**config.mk**
```make
export PLATFORM = sky130hd
export DESIGN_NAME = linear_diophantine_solver
export DESIGN_NICKNAME = d
export VERILOG_FILES = /design/src/lds_pkg.sv /design/src/lds_divider.sv /design/src/linear_diophantine_solver.sv
export VERILOG_INCLUDE_DIRS = /design/src /design/src/src
export SDC_FILE = /design/constraint.sdc
export NUM_CORES = 2
export LEC_CHECK = 0
export BUFFER_PORTS_ARGS = -buffer_cell sky130_fd_sc_hd__buf_4
export CORE_MARGIN = 8
export CORE_UTILIZATION = 25
export CTS_CLUSTER_DIAMETER = 150
export DETAILED_ROUTE_END_ITERATION = 12
export HOLD_SLACK_MARGIN = 0.05
export RECOVER_POWER = 25
export SLEW_MARGIN = 20
export SYNTH_ARGS = -nofsm -noshare
export SYNTH_HDL_FRONTEND = slang
export SYNTH_SLANG_ARGS = --single-unit
```
**constraint.sdc**
```tcl
create_clock -name clk -period 11.7 [get_ports clk]
set_input_delay 2.34 -clock clk [delete_from_list [all_inputs] [get_ports clk]]
set_output_delay 2.34 -clock clk [all_outputs]
set_load 0.01 [all_outputs]
```
**src/linear_diophantine_solver_defines.svh**
```systemverilog
// Assertion macros shared by the solver's RTL files.
// Included by modules that carry concurrent checks; no other dependencies.
`ifndef LINEAR_DIOPHANTINE_SOLVER_DEFINES_SVH
`define LINEAR_DIOPHANTINE_SOLVER_DEFINES_SVH

// Implication that must hold at every clock edge outside reset.
`define LDS_ASSERT_IMP(label, clk_s, rst_s, ante, cons, msg) \
  label: assert property (@(posedge clk_s) disable iff (rst_s) (ante) |-> (cons)) \
    else $error(msg);

// Implication whose consequence is checked in the cycle after the antecedent.
`define LDS_ASSERT_NEXT(label, clk_s, rst_s, ante, cons, msg) \
  label: assert property (@(posedge clk_s) disable iff (rst_s) (ante) |=> (cons)) \
    else $error(msg);

`endif

```
**src/lds_pkg.sv**
```systemverilog
// Package for the linear Diophantine solver: widths, sequencer states and
// shared types. No dependencies.
`timescale 1ns / 1ps
package lds_pkg;
  localparam int DataWidthDefault = 32;
  localparam int MagW = 33;   // magnitude of a DATA_WIDTH value, DW <= 32
  localparam int CoefW = 64;  // Bezout coefficients and results
  localparam int ProdW = 2 * MagW;  // full product of two MagW-bit signed operands

  typedef enum logic [3:0] {
    ST_IDLE, ST_ZERO, ST_CHECK, ST_DIV_START, ST_DIV_WAIT, ST_UPD_S,
    ST_UPD_T, ST_FDIV_START, ST_FDIV_WAIT, ST_MUL_X, ST_MUL_Y, ST_OUT
  } state_t;

  // Divider request handed from the sequencer.
  typedef struct packed {
    logic           start;
    logic [MagW-1:0] dividend;
    logic [MagW-1:0] divisor;
  } div_req_t;

  typedef struct packed {
    logic           done;
    logic [MagW-1:0] quot;
    logic [MagW-1:0] rem;
  } div_rsp_t;
endpackage

```
**src/lds_divider.sv**
```systemverilog
// Restoring radix-2 unsigned divider, one quotient bit per cycle.
// Depends on lds_pkg.
`timescale 1ns / 1ps
module lds_divider (
  input  logic              clk,
  input  logic              rst,
  input  lds_pkg::div_req_t req,
  output lds_pkg::div_rsp_t rsp
);
  import lds_pkg::*;
  `include "linear_diophantine_solver_defines.svh"

  localparam int CntW = $clog2(MagW + 1);

  logic [MagW-1:0] rem;
  logic [MagW-1:0] quot;
  logic [MagW-1:0] dsr;
  logic [CntW-1:0] cnt;
  logic            busy;
  logic            done;
  logic [MagW:0]   trial;

  assign trial = {rem, quot[MagW-1]} - {1'b0, dsr};

  always_ff @(posedge clk) begin
    if (rst) begin
      busy <= 1'b0;
      done <= 1'b0;
      cnt  <= '0;
    end else begin
      done <= 1'b0;
      if (req.start) begin
        busy <= 1'b1;
        rem  <= '0;
        quot <= req.dividend;
        dsr  <= req.divisor;
        cnt  <= CntW'(MagW);
      end else if (busy) begin
        if (trial[MagW]) begin
          rem  <= {rem[MagW-2:0], quot[MagW-1]};
          quot <= {quot[MagW-2:0], 1'b0};
        end else begin
          rem  <= trial[MagW-1:0];
          quot <= {quot[MagW-2:0], 1'b1};
        end
        cnt <= cnt - 1'b1;
        if (cnt == CntW'(1)) begin
          busy <= 1'b0;
          done <= 1'b1;
        end
      end
    end
  end

  assign rsp.done = done;
  assign rsp.quot = quot;
  assign rsp.rem  = rem;

  `LDS_ASSERT_NEXT(a_done_after_busy, clk, rst, busy && cnt == CntW'(1) && !req.start,
    done, "divider did not finish")
  `LDS_ASSERT_IMP(a_done_not_busy, clk, rst, done, !busy || $past(req.start),
    "divider done while busy")
endmodule

```
**src/linear_diophantine_solver.sv**
```systemverilog
// Top level of the linear Diophantine solver: sequencer, Euclid registers
// and multiplier around one shared divider. Depends on lds_pkg, lds_divider.
//
// Usage: an item on the s_axis channel carries a, b and c (tdata, a in the
// lowest 32 bits). The block runs the extended Euclidean algorithm on |a|
// and |b|. Each remainder step passes a compare state, a start state and a
// wait on the shared radix-2 divider, then ST_UPD_S and ST_UPD_T update the
// Bezout coefficients. At most about 46 steps, then one more division of c
// by g and, when g divides c, the multiplications for x and y. One item is
// worked on at a time: s_axis_tready is high only while the sequencer is
// idle. The result waits in the output register on m_axis until taken;
// while the receiver stalls the block holds it there, and the next item may
// be taken in and worked on, but its result waits until the register frees.
// Reset clears the sequencer and the output valid; no payload is cleared.
// When a and b are both zero the answer is given at once: solvable only if
// c is zero, with g, x and y all zero.
`timescale 1ns / 1ps
module linear_diophantine_solver #(
  parameter int DATA_WIDTH = lds_pkg::DataWidthDefault
) (
  input  logic         clk,
  input  logic         rst,
  input  logic         s_axis_tvalid,
  output logic         s_axis_tready,
  input  logic [95:0]  s_axis_tdata,  // coef_a[31:0], coef_b[63:32], rhs_c[95:64]
  output logic         m_axis_tvalid,
  input  logic         m_axis_tready,
  output logic [159:0] m_axis_tdata   // solvable[0], divisor_g[31:1],
                                      // sol_x[95:32], sol_y[159:96]
);
  import lds_pkg::*;
  `include "linear_diophantine_solver_defines.svh"

  state_t state, state_next;

  // Sign-extended operands from the low DATA_WIDTH bits of each field.
  logic signed [MagW-1:0] a_in, b_in, c_in;
  assign a_in = MagW'(signed'(s_axis_tdata[DATA_WIDTH-1:0]));
  assign b_in = MagW'(signed'(s_axis_tdata[32+DATA_WIDTH-1:32]));
  assign c_in = MagW'(signed'(s_axis_tdata[64+DATA_WIDTH-1:64]));

  logic              neg_a, neg_b, neg_c;
  logic [MagW-1:0]   c_mag;
  logic [MagW-1:0]   r0, r1;
  logic signed [CoefW-1:0] s0, s1, t0, t1;
  logic [MagW-1:0]   k;
  logic signed [CoefW-1:0] f;
  logic              ok;
  logic signed [CoefW-1:0] x_res, y_res;

  div_req_t dreq;
  div_rsp_t drsp;

  lds_divider u_div (.clk(clk), .rst(rst), .req(dreq), .rsp(drsp));

  // Shared multiplier: k * coefficient, or coefficient * f. The Bezout
  // coefficients, k and f all stay within 2^31 in magnitude, so MagW-bit
  // signed operands suffice and the product never exceeds 2^62.
  logic signed [MagW-1:0]  mul_a, mul_b;
  logic signed [ProdW-1:0] mul_p;
  assign mul_p = mul_a * mul_b;

  always_comb begin
    mul_a = s1[MagW-1:0];
    mul_b = signed'(k);
    case (state)
      ST_UPD_T: mul_a = t1[MagW-1:0];
      ST_MUL_X: begin mul_a = s0[MagW-1:0]; mul_b = f[MagW-1:0]; end
      ST_MUL_Y: begin mul_a = t0[MagW-1:0]; mul_b = f[MagW-1:0]; end
      default: mul_a = s1[MagW-1:0];
    endcase
  end

  always_comb begin
    state_next = state;
    case (state)
      ST_IDLE: if (s_axis_tvalid) begin
        if (a_in == '0 && b_in == '0) state_next = ST_ZERO;
        else state_next = ST_CHECK;
      end
      ST_ZERO: if (m_axis_tready || !m_axis_tvalid) state_next = ST_IDLE;
      ST_CHECK: state_next = (r1 == '0) ? ST_FDIV_START : ST_DIV_START;
      ST_DIV_START: state_next = ST_DIV_WAIT;
      ST_DIV_WAIT: if (drsp.done) state_next = ST_UPD_S;
      ST_UPD_S: state_next = ST_UPD_T;
      ST_UPD_T: state_next = ST_CHECK;
      ST_FDIV_START: state_next = ST_FDIV_WAIT;
      ST_FDIV_WAIT: if (drsp.done) state_next = drsp.rem == '0 ? ST_MUL_X : ST_OUT;
      ST_MUL_X: state_next = ST_MUL_Y;
      ST_MUL_Y: state_next = ST_OUT;
      ST_OUT: if (m_axis_tready || !m_axis_tvalid) state_next = ST_IDLE;
      default: state_next = ST_IDLE;
    endcase
  end

  always_comb begin
    dreq.start    = (state == ST_DIV_START) || (state == ST_FDIV_START);
    dreq.dividend = (state == ST_FDIV_START) ? c_mag : r0;
    dreq.divisor  = (state == ST_FDIV_START) ? r0 : r1;
    s_axis_tready = (state == ST_IDLE);
  end

  always_ff @(posedge clk) begin
    if (rst) state <= ST_IDLE;
    else state <= state_next;
  end

  // Output holding register; loaded when the result is ready and the
  // previous one has been taken.
  logic load_out;
  assign load_out = (state == ST_OUT || state == ST_ZERO) &&
                    (m_axis_tready || !m_axis_tvalid);

  always_ff @(posedge clk) begin
    if (rst) m_axis_tvalid <= 1'b0;
    else if (load_out) m_axis_tvalid <= 1'b1;
    else if (m_axis_tready) m_axis_tvalid <= 1'b0;
  end

  always_ff @(posedge clk) begin
    if (load_out) begin
      if (state == ST_ZERO) begin
        m_axis_tdata <= {128'd0, 31'd0, c_mag == '0};
      end else begin
        m_axis_tdata <= {ok ? y_res : 64'sd0, ok ? x_res : 64'sd0,
                         r0[30:0], ok};
      end
    end
  end

  always_ff @(posedge clk) begin
    case (state)
      ST_IDLE: if (s_axis_tvalid) begin
        neg_a <= a_in[MagW-1];
        neg_b <= b_in[MagW-1];
        neg_c <= c_in[MagW-1];
        r0 <= a_in[MagW-1] ? -a_in : a_in;
        r1 <= b_in[MagW-1] ? -b_in : b_in;
        c_mag <= c_in[MagW-1] ? -c_in : c_in;
        s0 <= 64'sd1; s1 <= 64'sd0;
        t0 <= 64'sd0; t1 <= 64'sd1;
        ok <= 1'b0;
      end
      ST_DIV_WAIT: if (drsp.done) begin
        k  <= drsp.quot;
        r0 <= r1;
        r1 <= drsp.rem;
      end
      ST_UPD_S: begin
        s0 <= s1;
        s1 <= s0 - mul_p[CoefW-1:0];
      end
      ST_UPD_T: begin
        t0 <= t1;
        t1 <= t0 - mul_p[CoefW-1:0];
      end
      ST_FDIV_WAIT: if (drsp.done) begin
        ok <= (drsp.rem == '0);
        f  <= neg_c ? -CoefW'(drsp.quot) : CoefW'(drsp.quot);
      end
      ST_MUL_X: x_res <= neg_a ? -mul_p[CoefW-1:0] : mul_p[CoefW-1:0];
      ST_MUL_Y: y_res <= neg_b ? -mul_p[CoefW-1:0] : mul_p[CoefW-1:0];
      default: ;
    endcase
  end

  `LDS_ASSERT_IMP(a_ready_idle, clk, rst, s_axis_tready, state == ST_IDLE,
    "ready outside idle")
  `LDS_ASSERT_NEXT(a_hold_stall, clk, rst, m_axis_tvalid && !m_axis_tready,
    m_axis_tvalid && $stable(m_axis_tdata), "result changed under stall")
  `LDS_ASSERT_IMP(a_euclid_nonzero, clk, rst, state == ST_DIV_START, r1 != '0,
    "division by zero remainder")
endmodule

```
==> Yosys cells after proc, flatten, opt, wreduce, memory -nomap -nowiden <==
Cells that the tools add are included.
{ "op_classes": {"multipliers": 1, "eq_ne": 16, "bitwise": 3, "n_reduce_logical": 33, "add_sub_neg": 9, "mux": 47} }
{ "op_table": {"columns": ["cell", "count"], "rows": [
  ["$pmux W64 S2", 4],
  ["$mux W33", 14],
  ["$mux W64", 4],
  ["$logic_not A33 Y1", 5],
  ["$pmux W33 S2", 2],
  ["$sub A64 B64 Y64", 2],
  ["$neg A32 Y33", 3],
  ["$pmux W33 S3", 1],
  ["$mul A33 B33 Y64", 1],
  ["$neg A64 Y64", 1],
  ["$pmux W4 S11", 1],
  ["$sub A34 B33 Y34", 1],
  ["$neg A33 Y33", 1],
  ["$mux W31", 1],
  ["$eq A4 B3 Y1 const B", 4],
  ["$eq A4 B4 Y1 const B", 4],
  ["$mux W4", 4],
  ["$reduce_and A2 Y1", 7],
  ["$mux W6", 2],
  ["$reduce_bool A2 Y1", 6],
  ["$mux W1", 10],
  ["$eq A4 B2 Y1 const B", 2],
  ["$reduce_or A2 Y1", 4],
  ["$eq A6 B1 Y1 const B", 1],
  ["15 further kinds", 24]
]} }
{ "totals": {"ff_bits": 825, "inputBits": 100, "out_inout_bits": 162, "elab_cells": 137} }

==> Longest topological paths before layout <==
{ "logic_depth": {"word_depth": 6, "ltp_mapped": 47, "mapped_depth_nobuf": 42} }

==> By module <==
A second synthesis with hierarchy kept.
{ "hier_totals": {"hier_cells": 7343, "area_unflattened_um2": 74255.0} }
{ "modules_own_cells": {"columns": ["module", "seq_area_each_um2", "n_inst", "cells_each", "area_per_inst_um2"], "rows": [
  ["linear_diophantine_solver", 17787.1, 1, 6810, 68120.3],
  ["lds_divider", 3133.0, 1, 533, 6134.6]
]} }

==> Worst setup path before layout <==
OpenSTA, ideal clock, no wires.
{ "synth_timing": {"kind": "reg-to-reg", "from": "reg state[1]", "to": "reg x_res[58], data pin", "required_ns": 11.429, "period_less_slack_ns": 11.836, "stages_incl_launch_ff": 38, "setup_slack_ns": -0.136, "setup_ns": 0.271, "path_buffers": 5, "arrival_ns": 11.565, "path_cell_list": "dfxtp_1 -> and2b_1 -> and2_1 -> clkbuf_1 -> clkbuf_1 -> a221oi_1 -> nand2_1 -> o21a_1 -> clkbuf_1 -> nand2_1 -> fa_1 -> inv_1 -> fa_1 -> inv_1 -> fa_1 -> inv_1 -> fa_1 -> fa_1 -> [... 2 more ...] -> inv_1 -> fa_1 -> inv_1 -> ha_1 -> clkbuf_1 -> and4_1 -> and3_1 -> clkbuf_1 -> o211a_1 -> nor2_1 -> a211o_1 -> o211a_1 -> xnor2_1 -> or4b_2 -> or2_2 -> nand4b_1 -> o21ai_0 -> xnor2_1"} }
{ "synth_between": {"elab_chain_len": 6, "elab_cells_between_ends": 9, "cone_classes": "add/sub: 1; mul: 1; eq/ne: 3; mux: 3; reduce/logical: 1"} }
{ "synth_rtl": {"columns": ["item", "line", "rtl"], "rows": [
  ["start, declared", "linear_diophantine_solver.sv:34", "state_t state, state_next;"],
  ["start signal, assigned", "linear_diophantine_solver.sv:105", "else state <= state_next;"],
  ["$eq A4 B4 Y1", "linear_diophantine_solver.sv:66", "case (state)"],
  ["$reduce_or A2 Y1 (no line)", null, null],
  ["$mux W33", "linear_diophantine_solver.sv:66", null],
  ["$mul A33 B33 Y64 *", "linear_diophantine_solver.sv:61", "assign mul_p = mul_a * mul_b;"],
  ["$neg A64 Y64", "linear_diophantine_solver.sv:161", "ST_MUL_X: x_res <= neg_a ? -mul_p[CoefW-1:0] : mul_p[CoefW-1:0];"],
  ["$mux W64 *", "linear_diophantine_solver.sv:161", null],
  ["end signal, assigned", "linear_diophantine_solver.sv:161", null],
  ["end, declared", "linear_diophantine_solver.sv:49", "logic signed [CoefW-1:0] x_res, y_res;"]
]} }
Mark *: on every way between the ends. The rest lies on a longest branch, timed or not.
A chain may end at the register's enable or synchronous reset.

==> Final worst setup path <==
{ "layout_timing": {"from": "reg state[3]", "to": "reg y_res[61], data pin"} }
{ "layout_between": {"elab_chain_len": 6, "elab_cells_between_ends": 9, "cone_classes": "add/sub: 1; mul: 1; eq/ne: 3; mux: 3; reduce/logical: 1"} }
{ "layout_rtl": {"columns": ["item", "line", "rtl"], "rows": [
  ["$eq A4 B4 Y1", "linear_diophantine_solver.sv:66", null],
  ["$reduce_or A2 Y1 (no line)", null, null],
  ["$mux W33", "linear_diophantine_solver.sv:66", null],
  ["$mul A33 B33 Y64 *", "linear_diophantine_solver.sv:61", null],
  ["$neg A64 Y64", "linear_diophantine_solver.sv:162", "ST_MUL_Y: y_res <= neg_b ? -mul_p[CoefW-1:0] : mul_p[CoefW-1:0];"],
  ["$mux W64 *", "linear_diophantine_solver.sv:162", null],
  ["end signal, assigned", "linear_diophantine_solver.sv:162", null],
  ["end, declared", "linear_diophantine_solver.sv:49", null]
]} }
Marks and branches as above.

==> reports/results.ini <==
[global_routing]
overflow=0
grt_antenna_before_repair=6
grt_max_degree=127
grt_pass1_vias=55000
grt_pass1_wl_mm=353
grt_usage_pct=14.5

[sta]
slew_viol_final=0
tns_ns=0
hold_viol=0
min_period_ns=11.29
period_share_pct=96.5
hold_ws_ns=0.512
skew_ns=0.0697
finalSetupViolCount=0
timing.fmax_mhz=88.6
timing.slew.headroom_pct=23.4
tightest_slew_ns=1.15

[detailed_routing]
drt-initial-drc-count=5644
drt-pass1-iter-count=6
route.detailed.drc=0
postRouteWirelength_mm=233
antenna_left=0
vias=54500
via_per_inst=4.67
wl_per_cell_um=20.0

[worst_setup_path]
crit_type=flip-flop to flip-flop
critPathTopFamily=adder cells
start_kind=flip-flop
crit_required_ns=12.12
cp.depth=33
cp-end-kind=flip-flop
r2r-end=y_res[61]
timing.critical_path.buf_inv=6
max_stage_delay_ns=0.65
critPathArrivalTime_ns=11.71
crit_path_end=y_res[61]
cp_common_cell=fa_1
r2r-start=state[3]
cp_max_fo=21
slowest_stage=or4b_2
r2r_cells=33
r2r_slack_ns=0.41
crit_start=state[3]

[yosys]
synth_compound_area_share_pct=7.56
seq_area_frac_synth_pct=28.2
netlist_instances=7426
ys.flop_type=edfxtp_1
syn_area_per_cell_um2=9.99
syn-num-nets=8970
synth-simple-area-share_pct=14.8
yosys-mux-area-fraction_pct=1.27
synth_edf_count=688
yosysWarningCount=0
synthArstFlopShare_pct=0
synthXorXnorAreaFrac_pct=4.63
synthAdderAreaFrac_pct=35.8
synth_top_family_by_area=adder cells
synth_seq_cells=701
synth_area_mm2=0.0742
ys_types=88

[finish]
drive_gt1_share_pct=9.66
regArea_mm2=0.0209
layout_commonest_cell=inv_1
fin_cells=11700
syn2layout_area_growth_pct=14.3
final_cell_mix=inv_1, fa_1, nand2_1
multiInputGateArea_mm2=0.0477
final_core_util_pct=28.6
final_nets=9208
n_fill_cell=30800

[die]
initial_core_util_pct=25.1
io-pin-count=262
fp.dieArea_mm2=0.315
coreArea_mm2=0.296
die_y_um=561
fp-row-count=200
fp.dieW_um=561

[clock_network]
path_clk_slew_ns=0.06
numClockSinks=701
cts_buffers=80
cts_hold_buf=0
clock_path_buffers=3
clock_latency_ns=0.72
cts_tree=yes
htreeDepth=3
clockRootBuffer=clkbuf_16

[place]
place.gp.congestion=0.924
place_inst=11500
dp_hpwl_mm=189
io_buffers=261

[hold_path]
hp-start=x_res[3]
hold_path.class=flip-flop to flip-flop

[flow_run]
drv_cap=0

[outcome]
status=finished, final reports clean

## routing by layer
layer / global-route usage, % / wire length, um
met1: 21.6 / 108000
met2: 20.4 / 92700
met3: 4.16 / 26000
met4: 3.44 / 6100
met5: 0 / 0
## state kept, by name, summed over array words and instances (netlist names), 4 cells and up
register and flops:
k 33, f 33, t0 33, r1 33, u_div.quot 33, c_mag 33
r0 33, s1 33, u_div.cnt 6, y_res 64, m_axis_tdata 160, u_div.rem 33
s0 33, u_div.dsr 33, t1 33, state 4, x_res 64
## how the worst min path moves through the flow
| stage | depth (start not counted) | end | slack [ns] |
|---|---|---|---|
| after CTS | 1 | m_axis_tdata[35] | 0.51 |
| final | 1 | m_axis_tdata[35] | 0.51 |
| after detailed placement | 1 | m_axis_tdata[120] | 0.50 |
| after global routing | 1 | m_axis_tdata[125] | 0.53 |
| after floorplan | 2 | u_div.cnt[1] | 0.48 |
| after global placement | 1 | m_axis_tdata[120] | 0.50 |
## logic make-up after synthesis
group	count (synthesis)
buffers and inverters	1538
and+or+nand+nor	2405
other	1
xor gates and xnor gates	392
AOI/OAI and AO/OA	855
adders and majority gates	1444
muxes	90
DFF	701
## layout make-up
cell class	instances	share of cell area [%]
Clock buffer	93	2.42
Sequential cell	701	24.7
Clock inverter	49	0.899
Antenna cell	6	0.0177
Multi-Input combinational cell	5188	56.3
Tap cell	3939	5.81
Timing Repair Buffer	500	4.59
Inverter	1193	5.28
## per-stage QoR
stage / worst slack [ns] / cell area (um^2)
after floorplan: 0.862 / 74200
after global placement: 0.321 / 81700
after detailed placement: 0.294 / 81700
after CTS: 0.271 / 84500
after global routing: -0.0108 / 84800
final: 0.413 / 84800
## cells in the mapped netlist (39+ instances only)
cell type     n  area (um^2)
inv_1      1193         4480
fa_1       1128        22600
nand2_1     970         3640
nor2_1      718         2700
edfxtp_1    688        20700
clkbuf_1    322         1210
ha_1        316         3950
xnor2_1     242         2120
o21ai_0     227         1140
a21oi_1     173          866
and2_1      152          951
xor2_1      150         1310
and3_1       92          576
nor2b_1      66          413
a21o_1       63          473
nor3_1       63          315
o21a_1       58          435
o31ai_1      58          435
mux2i_1      57          571
nand2b_1     47          294
nor3b_1      39          293
## worst register-to-register path: cells and delay by family, from the launching register on
family	cells	cell delay, ns
simple gates	9	2.56
compound gates	7	2.19
buf+inv	6	0.88
flops	1	0.42
xor+xnor	1	0.10
mux	1	0.28
fa+ha+maj	9	4.63
## timing repair
item | 4_1_cts | 5_1_grt
endpoints found under the setup margin | 0 | 36
setup buffers | 0 | 14
gates resized for setup | 0 | 20
Power is left out: the tool's default activity adds up to more than one toggle a clock period on the data nets, which glitch-free logic cannot reach.
